## config.mk

```make
export PLATFORM = sky130hd
export DESIGN_NAME = iso8211_record_directory_parser_top
export DESIGN_NICKNAME = d
export VERILOG_FILES = /design/src/sv/i8211_pkg.sv /design/src/sv/iso8211_record_directory_parser_top.sv /design/src/sv/i8211_step.sv /design/src/sv/i8211_out_reg.sv
export SDC_FILE = /design/constraint.sdc
export NUM_CORES = 1
export LEC_CHECK = 0
export ABC_AREA = 1
export CAP_MARGIN = 20
export CORE_ASPECT_RATIO = 1.5
export CORE_MARGIN = 2
export CORE_UTILIZATION = 65
export CTS_CLUSTER_SIZE = 10
export DETAILED_ROUTE_END_ITERATION = 8
export DONT_BUFFER_PORTS = 1
export GPL_TIMING_DRIVEN = 1
export PLACE_DENSITY = 0.88
export SLEW_MARGIN = 20
export SYNTH_ARGS = -nofsm -noshare
export SYNTH_HDL_FRONTEND = slang
export SYNTH_SLANG_ARGS = --single-unit
export TNS_END_PERCENT = 10
```

## constraint.sdc

```tcl
create_clock -name aclk -period 12.6 [get_ports aclk]
set_input_delay 1.26 -clock aclk [delete_from_list [all_inputs] [get_ports aclk]]
set_output_delay 1.26 -clock aclk [all_outputs]
set_load 0.01 [all_outputs]
```

## src/sv/i8211_pkg.sv

```systemverilog
// shared types, constants and helpers of the iso 8211 record parser
// no dependencies; used by i8211_step, i8211_out_reg and the top level
package i8211_pkg;

    // tag characters that fit the entry tag output
    localparam int TAG_BYTES  = 4;
    // width of the field and unit counters before the 8-bit output cap
    localparam int INDEX_BITS = 8;
    localparam int IDX_MAX    = (INDEX_BITS < 8) ? ((1 << INDEX_BITS) - 1) : 255;

    localparam logic [7:0] FIELD_SEP = 8'h1E;
    localparam logic [7:0] UNIT_SEP  = 8'h1F;
    localparam logic [7:0] CHAR_ZERO = 8'h30;
    localparam logic [7:0] CHAR_NINE = 8'h39;

    // leader byte offsets
    localparam logic [16:0] LDR_LEN_END   = 17'd5;
    localparam logic [16:0] LDR_BASE_LO   = 17'd12;
    localparam logic [16:0] LDR_BASE_END  = 17'd17;
    localparam logic [16:0] LDR_LEN_SIZE  = 17'd20;
    localparam logic [16:0] LDR_POS_SIZE  = 17'd21;
    localparam logic [16:0] LDR_TAG_SIZE  = 17'd23;
    localparam logic [16:0] LEADER_BYTES  = 17'd24;

    // parse phases
    localparam logic [1:0] PH_LEADER = 2'd0;
    localparam logic [1:0] PH_DIR    = 2'd1;
    localparam logic [1:0] PH_GAP    = 2'd2;
    localparam logic [1:0] PH_FIELD  = 2'd3;

    // result kinds
    localparam logic [1:0] KIND_ENTRY   = 2'd0;
    localparam logic [1:0] KIND_DIR_END = 2'd1;
    localparam logic [1:0] KIND_DATA    = 2'd2;

    typedef struct packed {
        logic [16:0] byte_offset;
        logic [16:0] rec_len;
        logic [16:0] base_addr;
        logic [3:0]  len_size;
        logic [3:0]  pos_size;
        logic [3:0]  tag_size;
        logic [4:0]  entry_offset;
        logic [31:0] tag_acc;
        logic [29:0] len_acc;
        logic [29:0] pos_acc;
        logic [1:0]  phase;
        logic [7:0]  field_count;
        logic [7:0]  unit_count;
        logic        error_seen;
    } parse_state_t;

    typedef struct packed {
        logic [1:0]  kind;
        logic [31:0] entry_tag;
        logic [29:0] entry_length;
        logic [29:0] entry_position;
        logic [16:0] record_length;
        logic [16:0] base_address;
        logic [7:0]  data_byte;
        logic [7:0]  field_index;
        logic [7:0]  unit_index;
        logic        format_error;
        logic        last_of_record;
    } result_t;

    function automatic logic is_digit(input logic [7:0] b);
        return (b >= CHAR_ZERO) && (b <= CHAR_NINE);
    endfunction

    // non-digits count as zero
    function automatic logic [3:0] digit_val(input logic [7:0] b);
        logic [7:0] d;
        d = b - CHAR_ZERO;
        return is_digit(b) ? d[3:0] : 4'd0;
    endfunction

    // acc * 10 + d
    function automatic logic [29:0] dec_acc(input logic [29:0] acc, input logic [3:0] d);
        return (acc << 3) + (acc << 1) + {26'd0, d};
    endfunction

endpackage

```

## src/sv/iso8211_record_directory_parser_top.sv

```systemverilog
// iso 8211 record leader and directory parser, top level
// depends on i8211_pkg, i8211_step and i8211_out_reg
//
// takes a record stream one byte per word and returns at most one word per byte. the 24-byte
// leader is decoded silently (record length, base address, subfield sizes); each directory
// entry then gives a kind 0 word with its tag, length and position, the directory terminator
// gives a kind 1 word, bytes up to the base address are dropped, and every field-area byte
// gives a kind 2 word with its field and unit index. tlast marks the word of a record's final
// byte, if that byte gives one, after which the parser starts afresh. throughput is one byte per
// clock: the whole step is a digit accumulate and an offset compare between the parse state and
// the result register, so a result appears in the cycle after its byte and s_tready only drops
// while a held result is not taken.
module iso8211_record_directory_parser_top (
    input  logic         aclk,
    input  logic         aresetn,
    // slave side
    input  logic         s_tvalid,
    output logic         s_tready,
    input  logic [7:0]   s_tdata,   // [7:0] in_byte
    // master side
    output logic         m_tvalid,
    input  logic         m_tready,
    output logic [151:0] m_tdata,   // [31:0] entry_tag, [61:32] entry_length,
                                    // [91:62] entry_position, [108:92] record_length,
                                    // [125:109] base_address, [133:126] data_byte,
                                    // [141:134] field_index, [149:142] unit_index,
                                    // [150] format_error, [151] zero
    output logic [1:0]   m_tuser,   // [1:0] kind
    output logic         m_tlast    // last_of_record
);

    i8211_pkg::parse_state_t state_reg;
    i8211_pkg::parse_state_t state_next;
    i8211_pkg::result_t      step_res;
    i8211_pkg::result_t      out_res;
    logic                    step_emit;
    logic                    accept;
    logic                    out_full;

    // a new byte may enter whenever the result slot is empty or being emptied
    assign s_tready = !out_full || m_tready;
    assign accept   = s_tvalid && s_tready;

    i8211_step u_step (
        .cur     (state_reg),
        .in_byte (s_tdata),
        .nxt     (state_next),
        .emit    (step_emit),
        .res     (step_res)
    );

    // parse state advances only on an accepted byte
    always_ff @(posedge aclk) begin
        if (!aresetn) begin
            state_reg <= '0;
        end else if (accept) begin
            state_reg <= state_next;
        end
    end

    i8211_out_reg u_out (
        .aclk      (aclk),
        .aresetn   (aresetn),
        .load      (accept && step_emit),
        .load_data (step_res),
        .take      (m_tready),
        .full      (out_full),
        .data      (out_res)
    );

    assign m_tvalid = out_full;
    assign m_tuser  = out_res.kind;
    assign m_tlast  = out_res.last_of_record;
    assign m_tdata  = {1'b0,
                       out_res.format_error,
                       out_res.unit_index,
                       out_res.field_index,
                       out_res.data_byte,
                       out_res.base_address,
                       out_res.record_length,
                       out_res.entry_position,
                       out_res.entry_length,
                       out_res.entry_tag};

endmodule

```

## src/sv/i8211_step.sv

```systemverilog
// next-state and result logic for one record byte
// depends on i8211_pkg
module i8211_step (
    input  i8211_pkg::parse_state_t cur,
    input  logic [7:0]              in_byte,
    output i8211_pkg::parse_state_t nxt,
    output logic                    emit,
    output i8211_pkg::result_t      res
);

    always_comb begin
        logic [3:0]  d;
        logic        bad;
        logic        err;
        logic        leader_done;
        logic        last;
        logic [1:0]  ph;
        logic [4:0]  total;
        logic [4:0]  eo;
        logic [17:0] off_inc;

        d           = i8211_pkg::digit_val(in_byte);
        bad         = !i8211_pkg::is_digit(in_byte);
        nxt         = cur;
        err         = cur.error_seen;
        emit        = 1'b0;
        res         = '0;
        ph          = cur.phase;
        total       = {1'b0, cur.tag_size} + {1'b0, cur.len_size} + {1'b0, cur.pos_size};
        eo          = cur.entry_offset;
        leader_done = (cur.phase != i8211_pkg::PH_LEADER) ||
                      (cur.byte_offset == i8211_pkg::LDR_TAG_SIZE);

        if (cur.phase == i8211_pkg::PH_LEADER) begin
            if (cur.byte_offset < i8211_pkg::LDR_LEN_END) begin
                nxt.rec_len = 17'(i8211_pkg::dec_acc({13'd0, cur.rec_len}, d));
                err = err | bad;
            end else if (cur.byte_offset >= i8211_pkg::LDR_BASE_LO &&
                         cur.byte_offset < i8211_pkg::LDR_BASE_END) begin
                nxt.base_addr = 17'(i8211_pkg::dec_acc({13'd0, cur.base_addr}, d));
                err = err | bad;
            end else if (cur.byte_offset == i8211_pkg::LDR_LEN_SIZE) begin
                nxt.len_size = d;
                err = err | bad;
            end else if (cur.byte_offset == i8211_pkg::LDR_POS_SIZE) begin
                nxt.pos_size = d;
                err = err | bad;
            end else if (cur.byte_offset == i8211_pkg::LDR_TAG_SIZE) begin
                nxt.tag_size = d;
                err = err | bad;
                if ({28'd0, d} > 32'(i8211_pkg::TAG_BYTES)) begin
                    err = 1'b1;
                end
                if (cur.rec_len < i8211_pkg::LEADER_BYTES ||
                    cur.base_addr < i8211_pkg::LEADER_BYTES) begin
                    err = 1'b1;
                end
                nxt.phase        = i8211_pkg::PH_DIR;
                nxt.entry_offset = '0;
            end
        end else begin
            // directory overrun or gap end: switch to the field area
            if ((ph == i8211_pkg::PH_DIR || ph == i8211_pkg::PH_GAP) &&
                cur.byte_offset >= cur.base_addr) begin
                if (ph == i8211_pkg::PH_DIR) begin
                    err = 1'b1;
                end
                ph = i8211_pkg::PH_FIELD;
            end
            nxt.phase = ph;
            if (ph == i8211_pkg::PH_DIR) begin
                if (eo == 5'd0 && in_byte == i8211_pkg::FIELD_SEP) begin
                    emit      = 1'b1;
                    res.kind  = i8211_pkg::KIND_DIR_END;
                    nxt.phase = i8211_pkg::PH_GAP;
                end else if (total == 5'd0) begin
                    err = 1'b1;
                end else begin
                    if (eo < {1'b0, cur.tag_size}) begin
                        nxt.tag_acc = {cur.tag_acc[23:0], in_byte};
                    end else if (eo < {1'b0, cur.tag_size} + {1'b0, cur.len_size}) begin
                        nxt.len_acc = i8211_pkg::dec_acc(cur.len_acc, d);
                        err = err | bad;
                    end else begin
                        nxt.pos_acc = i8211_pkg::dec_acc(cur.pos_acc, d);
                        err = err | bad;
                    end
                    eo = eo + 5'd1;
                    if (eo >= total) begin
                        emit               = 1'b1;
                        res.kind           = i8211_pkg::KIND_ENTRY;
                        res.entry_tag      = nxt.tag_acc;
                        res.entry_length   = nxt.len_acc;
                        res.entry_position = nxt.pos_acc;
                        nxt.tag_acc        = '0;
                        nxt.len_acc        = '0;
                        nxt.pos_acc        = '0;
                        eo                 = '0;
                    end
                    nxt.entry_offset = eo;
                end
            end else if (ph == i8211_pkg::PH_FIELD) begin
                emit            = 1'b1;
                res.kind        = i8211_pkg::KIND_DATA;
                res.data_byte   = in_byte;
                res.field_index = cur.field_count;
                res.unit_index  = cur.unit_count;
                if (in_byte == i8211_pkg::FIELD_SEP) begin
                    if (cur.field_count < 8'(i8211_pkg::IDX_MAX)) begin
                        nxt.field_count = cur.field_count + 8'd1;
                    end
                    nxt.unit_count = '0;
                end else if (in_byte == i8211_pkg::UNIT_SEP) begin
                    if (cur.unit_count < 8'(i8211_pkg::IDX_MAX)) begin
                        nxt.unit_count = cur.unit_count + 8'd1;
                    end
                end
            end
        end

        off_inc = {1'b0, cur.byte_offset} + 18'd1;
        last    = leader_done && (off_inc >= {1'b0, nxt.rec_len});

        res.record_length  = nxt.rec_len;
        res.base_address   = nxt.base_addr;
        res.format_error   = err;
        res.last_of_record = last;

        nxt.error_seen = err;
        if (last) begin
            nxt = '0;
        end else begin
            nxt.byte_offset = off_inc[16:0];
        end
    end

endmodule

```

## src/sv/i8211_out_reg.sv

```systemverilog
// result register between the parser and the master-side stream
// depends on i8211_pkg
module i8211_out_reg (
    input  logic               aclk,
    input  logic               aresetn,
    input  logic               load,
    input  i8211_pkg::result_t load_data,
    input  logic               take,
    output logic               full,
    output i8211_pkg::result_t data
);

    logic               valid_reg;
    logic               valid_next;
    i8211_pkg::result_t data_reg;

    always_comb begin
        valid_next = valid_reg;
        if (take) begin
            valid_next = 1'b0;
        end
        if (load) begin
            valid_next = 1'b1;
        end
    end

    always_ff @(posedge aclk) begin
        if (!aresetn) begin
            valid_reg <= 1'b0;
        end else begin
            valid_reg <= valid_next;
        end
    end

    always_ff @(posedge aclk) begin
        if (load) begin
            data_reg <= load_data;
        end
    end

    assign full = valid_reg;
    assign data = data_reg;

endmodule

```

==> impl_metrics.toml <==
[routing]
firstDrtPassIters = 6
finalWirelength_um = 61300
post_drt_wl_per_cell_um = 18.6
ant_nets = 0
remaining_drc_errors = 0
drt-vias-per-instance = 6.08
drt_iter0_drc = 1620
dr_total_vias = 20100

[global_routing]
met2_usage = 0.622
gr-usage-met3 = 0.0458
grtUsageTotal = 0.335
grt_busiest_layer = "met2"
grt_pass1_vias = 19500
use_met1 = 0.355
antenna_found_initial = 0
grt_max_degree = 99
gr-total-overflow = 0
grt_pass1_wl_um = 97000

[logic_synthesis]
yosysWarningCount = 0
synth_nets = 3139
synth_cells = 2890
yosys_register_bits = 334
yosys-top-cells-count = "nand2_1 (642), nor2_1 (321), a21oi_1 (320)"
avgSynthCellArea_um2 = 7.70
yosysTopAreaCell = "edfxtp_1"
synth-edff-count = 154
synth.cell_area_um2 = 22300
netlist-cell-type-count = 51
synthArstFlopShare = 0
synthFlopType = "dfxtp_1"
ys_seq_area_frac = 0.370
synthDominantCellAreaShare = 0.208
synth.most_common_cell = "nand2_1"
ys_top_cells_by_area = "edfxtp_1 (21%), dfxtp_1 (16%), ha_1 (13%)"

[power_and_ir_drop]
p_leak_nw = 10.3
totalPowerFinal_w = 0.00246
p_per_area_nw_per_um2 = 104
ir_drop_mv = 0.127

[hold_path]
hold_path_class = "reg -> reg"
min_path_cells = 2
min_from = "state_reg[97]"
hold-path-endpoint = "state_reg[97]"

[setup_path]
cp_slowest_stage_delay_ps = 730
r2r-end = "state_reg[83]"
r2r_cells = 25
crit-reg2reg-launch = "state_reg[145]"
endpoint_kind = "register"
crit_path_top_delay_cell = "buf_4"
worst-setup-path-type = "in -> reg"
cp.required_ps = 13060
worst-r2r-setup-slack_ps = 6750
cp.arrival_ps = 7920
start_kind = "input port"
cp_max_fo = 66

[sta]
fin_crit_ps = 7460
rsz0062_at_grt = "no"
worst_slew_pin_slew_ps = 1160
setup_tns_ps = 0
clock_skew_ps = 32.1
whs_ps = 469
hold_viol_final = 0
fmaxAchievable_mhz = 134
setup_viol = 0
fin_crit_sh = 0.592
relSlewSlack = 0.226
maxSlewViolCount = 0

[final_layout]
syn2layout_area_growth_pct = 5.92
drive_gt1_frac = 0.0414
diodes = 0
fillers = 2701
finalCoreUtilization = 0.694
fin_nets = 3096
largest_reg_flops = 179

[place]
gp_congestion = 0.996
dp_hpwl_um = 43800
numPortBuffers = 0

[floorplanning]
die_h_um = 231
fp.dieArea_um2 = 35800
dieWidth_um = 155
num_rows = 83
io-pin-count = 169
placeableCoreArea_um2 = 34000
start_util = 0.656

[clock_tree]
h-tree-depth = 2
clock-root-buffer = "clkbuf_16"
clock_path_buffers = 3
clock-sinks = 334
clk_pin_slew_ps = 60
clk_latency_ps = 550
hold_buffers = 0
post_cts_buffers = 0
post_cts_resized = 0
cts_tree = "built"
numCtsBuffers = 39

[run_status]
outcome = "finished, final reports clean"

[run]
drv_cap = 0
==> metrics by stage <==
| stage | cell area [µm²] | setup WS [ps] | std cells |
|---|---|---|---|
| floorplan | 22300 | 6430 | 2890 |
| global placement | 22400 | 5100 | 3231 |
| detailed placement | 22400 | 4770 | 3231 |
| CTS | 23600 | 5280 | 3302 |
| global route | 23600 | 4700 | 3302 |
| finish | 23600 | 5140 | 3302 |
==> layout make-up <==
type	instances	area, µm²	share of cell area
Tap cell	425	532	0.0226
Sequential cell	334	8230	0.349
Clock buffer	70	1150	0.0490
Clock inverter	1	20.0	0.000849
Timing Repair Buffer	12	90.1	0.00382
Inverter	299	1130	0.0479
Multi-Input combinational cell	2161	12400	0.527
==> how the worst max path moves through the flow <==
stage                        start             end  slack, ps
floorplan           state_reg[116]   u_out.data[0]       6430
global placement        s_tdata[6]   state_reg[34]       5100
detailed placement      s_tdata[6]   state_reg[44]       4770
CTS                     s_tdata[6]   state_reg[83]       5280
global route            s_tdata[6]  state_reg[102]       4700
finish                  s_tdata[6]   state_reg[83]       5140
==> per-layer routing <==
metal  vias to the layer above  part of all wire
li1                       9612                 -
met5                         -                 0
met1                      9376              0.36
met3                       264             0.057
met2                       825              0.52
met4                         0             0.067
==> power by group <==
part | leakage [nW] | total [W] | internal, W | switching (W)
Clock | 0.561 | 0.00106 | 0.000619 | 0.000446
Combinational | 6.71 | 0.000231 | 0.0000715 | 0.000160
Sequential | 2.99 | 0.00116 | 0.00114 | 0.0000166
==> cell families after synthesis <==
kind of cell,count (synthesis),synth area share
XOR/XNOR,85,0.0334
adder cells (fa/ha/maj),237,0.137
AO/OA/AOI/OAI,506,0.121
buffers and inverters,395,0.0735
multiplexers,8,0.00360
AND/OR/NAND/NOR,1324,0.262
other,1,0.000168
flip-flops,334,0.370
==> worst max-delay path: cells and delay by family <==
kind                       cells  cell delay [ps]
buffers and inverters          5             1150
xor gates and xnor gates       1              180
AOI/OAI and AO/OA              7             1300
and+or+nand+nor               14             2800
adders and majority gates      3             1180
==> placed cells by master (no fill, tap or decap), types with 14 or more instances in the layout <==
cell type,n
nand2_1,641
nor2_1,321
a21oi_1,320
inv_1,290
ha_1,227
dfxtp_1,180
edfxtp_1,154
nand3_1,138
o21ai_0,121
nand3b_1,74
nand4_1,54
xor2_1,51
clkbuf_16,41
xnor2_1,34
nor3_1,31
clkbuf_1,27
or2_2,26
o21a_1,14
No activity file was read; power rests on OpenSTA's default activity.
